==> src/hdl/ordered_list_engine_unit_assert.svh <==
// assertion macros for the ordered list engine
// included by files that carry concurrent checks; expects clk and arst_n in scope
`ifndef ORDERED_LIST_ENGINE_UNIT_ASSERT_SVH
`define ORDERED_LIST_ENGINE_UNIT_ASSERT_SVH
`ifndef SYNTH
// same-cycle implication
`define OLE_ASSERT_NOW(label, ante, cons, msg) \
	label: assert property (@(posedge clk) disable iff (!arst_n) (ante) |-> (cons)) \
		else $error(msg);
// next-cycle implication
`define OLE_ASSERT_NEXT(label, ante, cons, msg) \
	label: assert property (@(posedge clk) disable iff (!arst_n) (ante) |=> (cons)) \
		else $error(msg);
`else
`define OLE_ASSERT_NOW(label, ante, cons, msg)
`define OLE_ASSERT_NEXT(label, ante, cons, msg)
`endif
`endif

==> src/hdl/ole_pkg.sv <==
// shared types and codes for the ordered list engine
// no dependencies; used by the controller, datapath and top level
package ole_pkg;

	// request codes
	localparam logic [3:0] OP_INS_FRONT  = 4'd0;
	localparam logic [3:0] OP_INS_BACK   = 4'd1;
	localparam logic [3:0] OP_INS_POS    = 4'd2;
	localparam logic [3:0] OP_INS_BEFORE = 4'd3;
	localparam logic [3:0] OP_INS_AFTER  = 4'd4;
	localparam logic [3:0] OP_DEL_FRONT  = 4'd5;
	localparam logic [3:0] OP_DEL_BACK   = 4'd6;
	localparam logic [3:0] OP_DEL_POS    = 4'd7;
	localparam logic [3:0] OP_DEL_KEY    = 4'd8;
	localparam logic [3:0] OP_SEARCH     = 4'd9;

	// status codes
	localparam logic [2:0] ST_OK     = 3'd0;
	localparam logic [2:0] ST_EMPTY  = 3'd1;
	localparam logic [2:0] ST_NOKEY  = 3'd2;
	localparam logic [2:0] ST_BADPOS = 3'd3;
	localparam logic [2:0] ST_FULL   = 3'd4;

	// controller states
	typedef enum logic [2:0] {
		S_IDLE,
		S_SCAN,
		S_SHIFT_UP,
		S_PUT,
		S_SHIFT_DN
	} state_t;

	// walk index updates
	typedef enum logic [2:0] {
		IDX_HOLD,
		IDX_ZERO,
		IDX_COUNT,
		IDX_TGT_P1,
		IDX_INC,
		IDX_DEC
	} idx_op_t;

	// sources for the target index
	typedef enum logic [2:0] {
		TGT_ZERO,
		TGT_COUNT,
		TGT_COUNT_M1,
		TGT_POS,
		TGT_HIT,
		TGT_HIT_P1
	} tgt_sel_t;

	// commands from controller to datapath
	typedef struct packed {
		logic       load_req;
		idx_op_t    idx_op;
		logic       tgt_ld;
		tgt_sel_t   tgt_sel;
		logic       rd;
		logic       rd_prev;
		logic       wr_shift;
		logic       shift_up;
		logic       wr_put;
		logic       cnt_inc;
		logic       cnt_dec;
		logic       res_valid;
		logic [2:0] res_status;
		logic       res_found;
	} cmd_t;

	// status from datapath to controller
	typedef struct packed {
		logic cnt_zero;
		logic cnt_full;
		logic pos_ins_ok;
		logic pos_del_ok;
		logic idx_at_count;
		logic idx_at_tgt;
		logic hit;
	} flags_t;

endpackage

==> src/hdl/ole_ctrl.sv <==
// controller state machine for the ordered list engine
// depends on ole_pkg for codes, states and the command/flag structs
module ole_ctrl (
	input  logic             clk,
	input  logic             arst_n,
	input  logic             start,
	input  logic [3:0]       req_type,
	input  ole_pkg::flags_t  flags,
	output logic             busy,
	output ole_pkg::cmd_t    cmd
);

	ole_pkg::state_t state_q, state_next;
	logic [3:0]      op_q;

	// state register
	always_ff @(posedge clk or negedge arst_n) begin
		if (!arst_n) begin
			state_q <= ole_pkg::S_IDLE;
		end else begin
			state_q <= state_next;
		end
	end

	// request code held for the scan decision
	always_ff @(posedge clk) begin
		if (cmd.load_req) begin
			op_q <= req_type;
		end
	end

	assign busy = (state_q != ole_pkg::S_IDLE);

	// next state and commands
	always_comb begin
		state_next     = state_q;
		cmd            = '0;
		cmd.idx_op     = ole_pkg::IDX_HOLD;
		cmd.tgt_sel    = ole_pkg::TGT_ZERO;
		cmd.res_status = ole_pkg::ST_OK;
		unique case (state_q)
			ole_pkg::S_IDLE: begin
				if (start) begin
					cmd.load_req = 1'b1;
					unique case (req_type)
						ole_pkg::OP_INS_FRONT,
						ole_pkg::OP_INS_BACK: begin
							if (flags.cnt_full) begin
								cmd.res_valid  = 1'b1;
								cmd.res_status = ole_pkg::ST_FULL;
							end else begin
								cmd.tgt_ld  = 1'b1;
								cmd.tgt_sel = (req_type == ole_pkg::OP_INS_FRONT) ?
									ole_pkg::TGT_ZERO : ole_pkg::TGT_COUNT;
								cmd.idx_op  = ole_pkg::IDX_COUNT;
								state_next  = ole_pkg::S_SHIFT_UP;
							end
						end
						ole_pkg::OP_INS_POS: begin
							priority if (flags.cnt_full) begin
								cmd.res_valid  = 1'b1;
								cmd.res_status = ole_pkg::ST_FULL;
							end else if (flags.pos_ins_ok) begin
								cmd.tgt_ld  = 1'b1;
								cmd.tgt_sel = ole_pkg::TGT_POS;
								cmd.idx_op  = ole_pkg::IDX_COUNT;
								state_next  = ole_pkg::S_SHIFT_UP;
							end else begin
								cmd.res_valid  = 1'b1;
								cmd.res_status = flags.cnt_zero ?
									ole_pkg::ST_EMPTY : ole_pkg::ST_BADPOS;
							end
						end
						ole_pkg::OP_INS_BEFORE,
						ole_pkg::OP_INS_AFTER: begin
							priority if (flags.cnt_full) begin
								cmd.res_valid  = 1'b1;
								cmd.res_status = ole_pkg::ST_FULL;
							end else if (flags.cnt_zero) begin
								cmd.res_valid  = 1'b1;
								cmd.res_status = ole_pkg::ST_EMPTY;
							end else begin
								cmd.idx_op = ole_pkg::IDX_ZERO;
								state_next = ole_pkg::S_SCAN;
							end
						end
						ole_pkg::OP_DEL_FRONT,
						ole_pkg::OP_DEL_BACK: begin
							if (flags.cnt_zero) begin
								cmd.res_valid  = 1'b1;
								cmd.res_status = ole_pkg::ST_EMPTY;
							end else begin
								cmd.tgt_ld  = 1'b1;
								cmd.tgt_sel = (req_type == ole_pkg::OP_DEL_FRONT) ?
									ole_pkg::TGT_ZERO : ole_pkg::TGT_COUNT_M1;
								cmd.idx_op  = ole_pkg::IDX_TGT_P1;
								state_next  = ole_pkg::S_SHIFT_DN;
							end
						end
						ole_pkg::OP_DEL_POS: begin
							priority if (flags.cnt_zero) begin
								cmd.res_valid  = 1'b1;
								cmd.res_status = ole_pkg::ST_EMPTY;
							end else if (flags.pos_del_ok) begin
								cmd.tgt_ld  = 1'b1;
								cmd.tgt_sel = ole_pkg::TGT_POS;
								cmd.idx_op  = ole_pkg::IDX_TGT_P1;
								state_next  = ole_pkg::S_SHIFT_DN;
							end else begin
								cmd.res_valid  = 1'b1;
								cmd.res_status = ole_pkg::ST_BADPOS;
							end
						end
						ole_pkg::OP_DEL_KEY,
						ole_pkg::OP_SEARCH: begin
							if (flags.cnt_zero) begin
								cmd.res_valid  = 1'b1;
								cmd.res_status = ole_pkg::ST_EMPTY;
							end else begin
								cmd.idx_op = ole_pkg::IDX_ZERO;
								state_next = ole_pkg::S_SCAN;
							end
						end
						default: begin
							// unused codes finish at once with ok
							cmd.res_valid = 1'b1;
						end
					endcase
				end
			end
			ole_pkg::S_SCAN: begin
				// first match from the front ends the walk
				priority if (flags.hit) begin
					unique case (op_q)
						ole_pkg::OP_INS_BEFORE: begin
							cmd.tgt_ld  = 1'b1;
							cmd.tgt_sel = ole_pkg::TGT_HIT;
							cmd.idx_op  = ole_pkg::IDX_COUNT;
							state_next  = ole_pkg::S_SHIFT_UP;
						end
						ole_pkg::OP_INS_AFTER: begin
							cmd.tgt_ld  = 1'b1;
							cmd.tgt_sel = ole_pkg::TGT_HIT_P1;
							cmd.idx_op  = ole_pkg::IDX_COUNT;
							state_next  = ole_pkg::S_SHIFT_UP;
						end
						ole_pkg::OP_DEL_KEY: begin
							cmd.tgt_ld  = 1'b1;
							cmd.tgt_sel = ole_pkg::TGT_HIT;
							cmd.idx_op  = ole_pkg::IDX_TGT_P1;
							state_next  = ole_pkg::S_SHIFT_DN;
						end
						default: begin
							cmd.res_valid = 1'b1;
							cmd.res_found = 1'b1;
							state_next    = ole_pkg::S_IDLE;
						end
					endcase
				end else if (flags.idx_at_count) begin
					cmd.res_valid  = 1'b1;
					cmd.res_status = ole_pkg::ST_NOKEY;
					state_next     = ole_pkg::S_IDLE;
				end else begin
					cmd.rd     = 1'b1;
					cmd.idx_op = ole_pkg::IDX_INC;
				end
			end
			ole_pkg::S_SHIFT_UP: begin
				// move entries up one slot, from the tail down to the target
				cmd.wr_shift = 1'b1;
				cmd.shift_up = 1'b1;
				if (flags.idx_at_tgt) begin
					state_next = ole_pkg::S_PUT;
				end else begin
					cmd.rd      = 1'b1;
					cmd.rd_prev = 1'b1;
					cmd.idx_op  = ole_pkg::IDX_DEC;
				end
			end
			ole_pkg::S_PUT: begin
				cmd.wr_put    = 1'b1;
				cmd.cnt_inc   = 1'b1;
				cmd.res_valid = 1'b1;
				state_next    = ole_pkg::S_IDLE;
			end
			ole_pkg::S_SHIFT_DN: begin
				// move entries down one slot, from past the target to the tail
				cmd.wr_shift = 1'b1;
				if (flags.idx_at_count) begin
					cmd.cnt_dec   = 1'b1;
					cmd.res_valid = 1'b1;
					state_next    = ole_pkg::S_IDLE;
				end else begin
					cmd.rd     = 1'b1;
					cmd.idx_op = ole_pkg::IDX_INC;
				end
			end
			default: begin
				state_next = ole_pkg::S_IDLE;
			end
		endcase
	end

endmodule

==> src/hdl/ole_datapath.sv <==
// datapath for the ordered list engine: entry memory, count, walk index, results
// depends on ole_pkg for the command/flag structs and status codes
module ole_datapath #(
	parameter int CAPACITY = 64
) (
	input  logic                clk,
	input  logic                arst_n,
	input  ole_pkg::cmd_t       cmd,
	input  logic signed [31:0]  value,
	input  logic signed [31:0]  match_key,
	input  logic [6:0]          position,
	output ole_pkg::flags_t     flags,
	output logic                done,
	output logic [2:0]          status,
	output logic [6:0]          found_position,
	output logic [6:0]          entry_count
);

	localparam int AW = (CAPACITY > 1) ? $clog2(CAPACITY) : 1;
	localparam int CW = $clog2(CAPACITY + 1);
	localparam int EW = ((CW > 7) ? CW : 7) + 1;

	logic signed [31:0] mem [CAPACITY];

	logic [CW-1:0]      count_q, idx_q, tgt_q;
	logic [CW-1:0]      tgt_next, rd_addr, wr_idx, rd_idx_s1;
	logic               rdv_s1;
	logic signed [31:0] rd_s1, key_q, val_q, wr_data;
	logic               wr_en;
	logic [EW-1:0]      pos_ext, cnt_ext;
	logic               done_q;
	logic [2:0]         status_q;
	logic [6:0]         found_q;

	// status flags for the controller
	always_comb begin
		pos_ext            = EW'(position);
		cnt_ext            = EW'(count_q);
		flags.cnt_zero     = (count_q == '0);
		flags.cnt_full     = (count_q == CW'(CAPACITY));
		flags.pos_ins_ok   = (position != '0) && (pos_ext <= cnt_ext + EW'(1));
		flags.pos_del_ok   = (position != '0) && (pos_ext <= cnt_ext);
		flags.idx_at_count = (idx_q == count_q);
		flags.idx_at_tgt   = (idx_q == tgt_q);
		flags.hit          = rdv_s1 && (rd_s1 == key_q);
	end

	// target index source
	always_comb begin
		unique case (cmd.tgt_sel)
			ole_pkg::TGT_ZERO:     tgt_next = '0;
			ole_pkg::TGT_COUNT:    tgt_next = count_q;
			ole_pkg::TGT_COUNT_M1: tgt_next = count_q - CW'(1);
			ole_pkg::TGT_POS:      tgt_next = CW'(pos_ext - EW'(1));
			ole_pkg::TGT_HIT:      tgt_next = rd_idx_s1;
			ole_pkg::TGT_HIT_P1:   tgt_next = rd_idx_s1 + CW'(1);
			default:               tgt_next = '0;
		endcase
	end

	// memory port addressing
	always_comb begin
		rd_addr = cmd.rd_prev ? (idx_q - CW'(1)) : idx_q;
		wr_en   = cmd.wr_put || (cmd.wr_shift && rdv_s1);
		priority if (cmd.wr_put) begin
			wr_idx  = tgt_q;
			wr_data = val_q;
		end else if (cmd.shift_up) begin
			wr_idx  = rd_idx_s1 + CW'(1);
			wr_data = rd_s1;
		end else begin
			wr_idx  = rd_idx_s1 - CW'(1);
			wr_data = rd_s1;
		end
	end

	// entry memory with registered read
	always_ff @(posedge clk) begin
		if (wr_en) begin
			mem[wr_idx[AW-1:0]] <= wr_data;
		end
		if (cmd.rd) begin
			rd_s1 <= mem[rd_addr[AW-1:0]];
		end
	end

	// request operands, target and read index
	always_ff @(posedge clk) begin
		if (cmd.load_req) begin
			key_q <= match_key;
			val_q <= value;
		end
		if (cmd.tgt_ld) begin
			tgt_q <= tgt_next;
		end
		if (cmd.rd) begin
			rd_idx_s1 <= rd_addr;
		end
		if (cmd.res_valid) begin
			status_q <= cmd.res_status;
			found_q  <= cmd.res_found ? 7'(rd_idx_s1 + CW'(1)) : 7'd0;
		end
	end

	// count, walk index, read valid and result strobe
	always_ff @(posedge clk or negedge arst_n) begin
		if (!arst_n) begin
			count_q <= '0;
			idx_q   <= '0;
			rdv_s1  <= 1'b0;
			done_q  <= 1'b0;
		end else begin
			rdv_s1 <= cmd.rd;
			done_q <= cmd.res_valid;
			if (cmd.cnt_inc) begin
				count_q <= count_q + CW'(1);
			end else if (cmd.cnt_dec) begin
				count_q <= count_q - CW'(1);
			end
			unique case (cmd.idx_op)
				ole_pkg::IDX_HOLD:   idx_q <= idx_q;
				ole_pkg::IDX_ZERO:   idx_q <= '0;
				ole_pkg::IDX_COUNT:  idx_q <= count_q;
				ole_pkg::IDX_TGT_P1: idx_q <= tgt_next + CW'(1);
				ole_pkg::IDX_INC:    idx_q <= idx_q + CW'(1);
				ole_pkg::IDX_DEC:    idx_q <= idx_q - CW'(1);
				default:             idx_q <= idx_q;
			endcase
		end
	end

	assign done           = done_q;
	assign status         = status_q;
	assign found_position = found_q;
	assign entry_count    = 7'(count_q);

endmodule

==> src/hdl/ordered_list_engine_unit.sv <==
// top level of the ordered list engine: controller plus datapath
// depends on ole_pkg, ole_ctrl, ole_datapath and the assertion macro header
//
// Ordered list of up to CAPACITY signed 32-bit values. A request is taken when
// start is high and busy is low. Its single result appears on status,
// found_position and entry_count for exactly one cycle with done high. It must
// be captured then, since it cannot be held off. A request that is refused or
// needs no walk (bad position, empty, full, unused code) has its result
// registered on the accepting edge. Otherwise the entry memory, with one read
// and one write port, is walked one entry per cycle. An insert shifts entries
// from the tail down to its target up one slot and then writes the value; a
// delete shifts entries past its target down one slot; a key search walks from
// the front to the first match. Insert or delete by key shifts only from the
// match onward. Insert before a key is the slowest case. busy stays low while
// done is shown, so the next request may be issued in the same cycle as the
// result. No memory clearing pass is needed after reset; entries above the count
// are never read.
`include "ordered_list_engine_unit_assert.svh"

module ordered_list_engine_unit #(
	parameter int CAPACITY = 64
) (
	input  logic               clk,
	input  logic               arst_n,
	input  logic               start,
	output logic               busy,
	input  logic [3:0]         req_type,
	input  logic signed [31:0] value,
	input  logic signed [31:0] match_key,
	input  logic [6:0]         position,
	output logic               done,
	output logic [2:0]         status,
	output logic [6:0]         found_position,
	output logic [6:0]         entry_count
);

	ole_pkg::cmd_t   cmd;
	ole_pkg::flags_t flags;

	// sequencing
	ole_ctrl u_ctrl (
		.clk      (clk),
		.arst_n   (arst_n),
		.start    (start),
		.req_type (req_type),
		.flags    (flags),
		.busy     (busy),
		.cmd      (cmd)
	);

	// storage and result registers
	ole_datapath #(
		.CAPACITY (CAPACITY)
	) u_datapath (
		.clk            (clk),
		.arst_n         (arst_n),
		.cmd            (cmd),
		.value          (value),
		.match_key      (match_key),
		.position       (position),
		.flags          (flags),
		.done           (done),
		.status         (status),
		.found_position (found_position),
		.entry_count    (entry_count)
	);

	// every accepted request either starts a walk or finishes at once
	`OLE_ASSERT_NEXT(a_accept_progress, start && !busy, busy || done, "request dropped")
	// a result is only shown once the controller is idle again
	`OLE_ASSERT_NOW(a_done_idle, done, !busy, "result while busy")
	// a reported match position comes with an ok status
	`OLE_ASSERT_NOW(a_found_ok, done && (found_position != 7'd0), status == ole_pkg::ST_OK, "bad found")
	// the count changes only with a result
	`OLE_ASSERT_NOW(a_count_on_done, !$stable(entry_count), done, "count moved without result")

endmodule
==> config.mk <==
export PLATFORM = sky130hd
export DESIGN_NAME = ordered_list_engine_unit
export DESIGN_NICKNAME = d
export VERILOG_FILES = /design/src/hdl/ole_pkg.sv /design/src/hdl/ole_ctrl.sv /design/src/hdl/ole_datapath.sv /design/src/hdl/ordered_list_engine_unit.sv
export VERILOG_INCLUDE_DIRS = /design/src /design/src/hdl
export SDC_FILE = /design/constraint.sdc
export NUM_CORES = 2
export LEC_CHECK = 0
export ABC_AREA = 1
export CAP_MARGIN = 20
export CORE_MARGIN = 3
export CORE_UTILIZATION = 40
export CTS_BUF_LIST = sky130_fd_sc_hd__clkbuf_8
export CTS_CLUSTER_SIZE = 30
export DETAILED_ROUTE_END_ITERATION = 7
export DONT_BUFFER_PORTS = 1
export RECOVER_POWER = 25
export SKIP_LAST_GASP = 1
export SYNTH_ARGS = -nofsm -noshare
export SYNTH_HDL_FRONTEND = slang
export SYNTH_HIERARCHICAL = 1
export SYNTH_SLANG_ARGS = --single-unit
==> constraint.sdc <==
create_clock -name clk -period 4.65 [get_ports clk]
set_input_delay 0.465 -clock clk [delete_from_list [all_inputs] [get_ports clk]]
set_output_delay 0.465 -clock clk [all_outputs]
set_load 0.01 [all_outputs]
======== After elaboration in Yosys (flattened, before gate mapping) ========
Memory sizes are Yosys's and may differ from the RTL's. A register that Yosys moved wholly into a read port is not among the register bits.
Cells that the tools add are included.
W data, S select, Z words.
word-level totals
  bits in registers ....................... 111
  RAM bits ................................ 2048
  input port bits ......................... 78
  output and inout bits ................... 19
  word-level logic and storage cells ...... 160
  memories kept ........................... 1
memory list
  memory          words  bits a word  read ports  clocked after Yosys merged registers in  wr ports  RTL line            RTL
  u_datapath.mem  64     32           1           1                                        1         ole_datapath.sv:23  logic signed [31:0] mem [CAPACITY];
cells by class
  $add $sub $neg .......................... 9
  order comparisons ....................... 2
  equality and inequality tests ........... 40
  muxes and demuxes ....................... 75
  reductions and logical operators ........ 21
operator list
  cell                   count
  $pmux W7 S5            2
  $mux W3                17
  $mux W4                10
  $mux W6                6
  $pmux W3 S6            2
  $mux W7                5
  $eq A32 B32 Y1         1
  $mux W32               1
  $add A7 B1 Y7 const B  4
  $pmux W3 S4            2
  $ne A3 B3 Y1 const B   7
  $sub A7 B1 Y7 const B  3
  $eq A4 B3 Y1 const B   5
  $eq A3 B2 Y1 const B   6
  $pmux W6 S3            1
  $pmux W4 S4            1
  $eq A3 B3 Y1 const B   5
  $mux W1                15
  $pmux W3 S5            1
  $eq A7 B7 Y1           2
  $eq A4 B2 Y1 const B   3
  $eq A4 B4 Y1 const B   3
  $pmux W3 S2            2
  $reduce_or A2 Y1       6
  27 further kinds       37

======== Depth between registers and ports, before layout ========
  depth after elaboration ................. 12
  mapped depth ............................ 32
  gate-level depth less buffers ........... 32

======== Modules after synthesis ========
Netlist, hierarchy kept.
modules (own cells, without submodules)
  module        instances  cells each  area an instance (um^2)  sequential area each (um^2)
  ole_datapath  1          6382        87308.7                  65502.8
  ole_ctrl      1          156         897.1                    195.2

======== Worst setup path before layout ========
Ideal clock, no wire load.
  kind .................................... register to register
  from .................................... register u_ctrl.state_q[2]
  to ...................................... memory u_datapath.mem[0][14], data pin
  library setup time ...................... 702 ps
  data arrival time ....................... 3572 ps
  data required time ...................... 3948 ps
  setup slack ............................. 376 ps
  cell stages (with the launch flop) ...... 8
  buffers on the path ..................... 3
  path through ............................ dfrtp_1 > inv_1 > nand3_1 > inv_1 > buf_4 > clkbuf_1 > clkbuf_1 > o21ai_0
RTL lines
  item                    RTL line            RTL
  from (decl)             ole_ctrl.sv:13      ole_pkg::state_t state_q, state_next;
  from (signal assigned)  ole_ctrl.sv:19      state_q <= ole_pkg::S_IDLE;
  from (signal assigned)  ole_ctrl.sv:21      state_q <= state_next;
  to (decl)               ole_datapath.sv:23

======== Final worst setup path ========
  from .................................... register u_datapath.idx_q[0]
  to ...................................... register u_datapath.rd_s1[27], read port of u_datapath.mem, data pin
on the way
  word-level cells in the longest chain between the ends .. 4
  elaborated cells on any way between the ends .. 9
  classes of those cells .................. 1 x add/sub; 2 x eq/ne; 6 x mux
RTL lines
  item                                    RTL line                                           RTL
  from (decl)                             ole_datapath.sv:25                                 logic [CW-1:0] count_q, idx_q, tgt_q;
  from (signal assigned)                  ole_datapath.sv:121                                ole_pkg::IDX_HOLD: idx_q <= idx_q;
  from (signal assigned)                  ole_datapath.sv:123                                ole_pkg::IDX_COUNT: idx_q <= count_q;
  from (signal assigned)                  ole_datapath.sv:124                                ole_pkg::IDX_TGT_P1: idx_q <= tgt_next + CW'(1);
  $eq A7 B7 Y1, on equally long branches  ole_datapath.sv:43, ole_datapath.sv:44
  $mux W1 or $mux W2 (tied branches)      ole_ctrl.sv:159, ole_ctrl.sv:189, ole_ctrl.sv:172
  $mux W1, on equally long branches       ole_ctrl.sv:133, ole_ctrl.sv:41
  $pmux W1 S3 or $mux W7 (tied branches)  ole_ctrl.sv:41, ole_datapath.sv:63
  to (decl)                               ole_datapath.sv:28                                 logic signed [31:0] rd_s1, key_q, val_q, wr_data;
Parallel ways exist; a longest one is shown, timed or not.
A chain may end at the register's enable or synchronous reset.

==> reports/qor.yml <==
drt:
  dr_total_vias: 58400
  wl_per_cell_um: 26.1
  drt_iter0_drc: 6770
  ant_nets: 0
  drcViolationCount: 0
  via_per_inst: 5.80
  dr.pass1.iters: 8
  wl_um: 262000
outcome:
  violations: "max-capacitance violations, max-slew violations"
  status: "finished, violations left"
synth:
  syn_area_um2: 88200
  synth_edf_count: 2172
  yosys-top-cells-area: "edfxtp_1 (74%), o21ai_0 (6.0%), nor2_1 (3.9%), o211ai_1 (3.4%), o21bai_1 (2.0%)"
  synth-seq-cells: 2191
  synthDistinctLibCells: 48
  synth_top_area_cell: "edfxtp_1"
  synth_top_area_share_pct: 73.9
  synth_warnings: 6
  synthFlopType: "edfxtp_1"
  synthArstFlopShare_pct: 0.867
  synth.avg_cell_area_um2: 13.5
  syn_inst: 6538
  syn_nets: 6638
  yosysSeqAreaShare_pct: 74.5
cts:
  cts.sinks: 2191
  cts-root-buf: "clkbuf_8"
  clk_path_buf_depth: 4
  clk_pin_slew_ns: 0.06
  cts_htree_levels: 5
  numCtsBuffers: 369
  insertion_delay_ns: 1.06
  cts_tree: "built"
sta:
  setup-violations-final: 0
  rsz0062_at_grt: "false"
  period_share_pct: 95.1
  max_freq_mhz: 226
  fin_tns_setup_ns: 0
  tightest_slew_ns: 2.93
  finalHoldViolations: 0
  slew_viol_final: 508
  final.setup_skew_ns: 0.0754
  setup_ws_ns: 0.230
  slew_headroom_pct: -95.3
  min_period_ns: 4.42
final_layout:
  nNetsFinal: 7038
  area_growth_pct: 15.4
  fin_cells: 10100
  regArea_um2: 65700
  multi_input_area_um2: 20600
  drive_gt1_share_pct: 12.8
  nFillCells: 19100
  final_area_um2: 102000
grt:
  grt_max_degree: 121
  antenna_found_initial: 18
  grt_pass1_vias: 56000
  globalRouteOverflowTotal: 0
  grt_pass1_wl_um: 383000
  grtUsageTotal_pct: 22.8
setup_path:
  crit_arrival_ns: 5.34
  cp_max_fo: 55
  critPathMaxStageDelay_ns: 1.08
  slowest_stage: "clkbuf_2"
  path_class: "reg -> reg"
  start_kind: "flip-flop"
  critPathRequiredTime_ns: 5.57
  crit_chain: "buf_4 -> inv_1 -> ha_1 -> o21ai_4 -> buf_12 -> buf_12 -> clkbuf_2 -> buf_4 -> o21ai_0 -> o221ai_1 -> o211ai_1 -> nand3_1 -> nand3_1 -> nand2_1"
  crit_path_end_kind: "flip-flop"
place:
  portBuffers: 0
  gp_congestion: 0.900
  dp_hpwl_um: 150000
  place_ws_ns: 0.183
  dp.cells: 9315
  place_area_um2: 94400
floorplan:
  pin_count: 97
  die_area_um2: 226000
  start_util_pct: 40.4
  rows: 171
  die_w_um: 476
  fp.dieH_um: 476
  core_um2: 218000
flow_run:
  drv_cap: 14
worst_hold_path:
  hp-class: "in -> reg"
-- Yosys cell counts, types with 3 or more instances --
library cell and n:
edfxtp_1 2172, o21ai_0 1066, nor2_1 918, o211ai_1 396, nand3_1 308, nand2_1 294, o22ai_1 262, clkbuf_1 259
o21bai_1 234, buf_2 156, inv_1 128, o221ai_1 73, o21ai_1 26, nand4_1 25, buf_4 22, ha_1 22
xor2_1 20, dfrtp_1 19, a21oi_1 15, xnor2_1 13, nor3_1 12, buf_1 11, clkbuf_2 10, or2_2 8
nor4_1 7, buf_6 6, a22o_1 5, clkinv_1 5, inv_2 5, nand2_2 5, a31oi_1 4, nor2_4 4
a221oi_1 3, nand2_4 3, o21a_1 3
-- state kept, by name, summed over array words and instances (netlist names), 7 cells and up --
signal and flops:
u_datapath/mem 2048, u_datapath/tgt_q 7, u_datapath/found_position 7, u_datapath/rd_idx_s1 7
u_datapath/entry_count 7, u_datapath/rd_s1 32, u_datapath/key_q 32, u_datapath/idx_q 7
u_datapath/val_q 32
-- final timing paths --
check                                                       from                                    end  slack (ns)  depth (start not counted)
setup / recovery                 u_datapath/idx_q[0]$_DFFE_PN0P_         u_datapath/rd_s1[27]$_DFFE_PP_        0.23                         14
hold / removal                                         value[21]         u_datapath/val_q[21]$_DFFE_PP_        0.07                          1
setup reg to reg                 u_datapath/idx_q[0]$_DFFE_PN0P_         u_datapath/rd_s1[27]$_DFFE_PP_        0.23                         14
hold reg to reg            u_datapath/entry_count[2]$_DFFE_PN0P_  u_datapath/entry_count[2]$_DFFE_PN0P_        0.66                          2
max in group asynchronous                                 arst_n        u_datapath/idx_q[3]$_DFFE_PN0P_        2.49                          4
min in group asynchronous                                 arst_n              u_datapath/done$_DFF_PN0_        1.24                          4
-- area by class of cell --
cell class,instances,area share [%]
clock buffer,377,5.10
tap,2854,3.51
inverter,138,0.531
clock inverter,253,1.35
sequential,2191,64.5
timing repair buffer,493,4.73
antenna,19,0.0467
multi-input combinational,3745,20.2
-- per-stage QoR --
stage	hold slack, ns	util [%]
2_1_floorplan	0.169	-
3_3_place_gp	0.172	43.2
3_5_place_dp	0.172	43.2
4_1_cts	0.00185	46.7
5_1_grt	0.0311	46.6
6_report	0.0721	46.7
-- critical path, delay by kind of cell (launching register included) --
family                   cells  cell delay (ns)
flip-flops                   1             0.44
buffers and inverters        6             2.30
adder cells (fa/ha/maj)      1             0.35
AO/OA/AOI/OAI                4             0.65
AND/OR/NAND/NOR              3             0.51
-- layout by cell type, fill, tap and decap left out, types with 19 or more instances in the layout --
master and count:
nand2_1 292, o22ai_1 261, edfxtp_1 2172, nand3_1 308, o221ai_1 73, dlygate4sd3_1 100, clkinv_1 81, o21ai_0 1052
clkbuf_8 377, nand4_1 25, buf_4 294, diode_2 19, inv_1 253, o21ai_1 27, o21bai_1 234, ha_1 22
xor2_1 20, dfrtp_1 19, o211ai_1 396, nor2_1 856, buf_12 75, clkinv_2 30, nor2_4 66
-- per-layer routing --
layer	vias to the layer above	part of all wire (%)	routed length [um]	global-route usage, %
met5	-	0.010	27	0
met4	4	2.7	7120	6.95
met3	467	8.5	22300	3.92
met2	2722	47	123000	36.2
met1	29500	42	110000	32.1
li1	25700	-	-	-
-- repair_timing --
item,4_1_cts,5_1_grt
endpoints found under the setup margin,0,4
setup buffers,0,0
hold endpoints to repair,125,0
gates resized for setup,0,4
hold buffers,102,0
-- kinds of logic (layout without fill, tap and decap cells) --
group	count (synthesis)	count (layout)	share of synthesized area, %
flops	2191	2191	74.5
other cells	0	19	0
simple gates	1591	1591	7.45
buf+inv	602	1261	2.94
compound gates	2099	2099	14.5
fa+ha+maj	22	22	0.312
xor+xnor	33	33	0.328
Power is not shown: default switching activity piles up to over one toggle a cycle in this logic, so the estimate is an artifact.
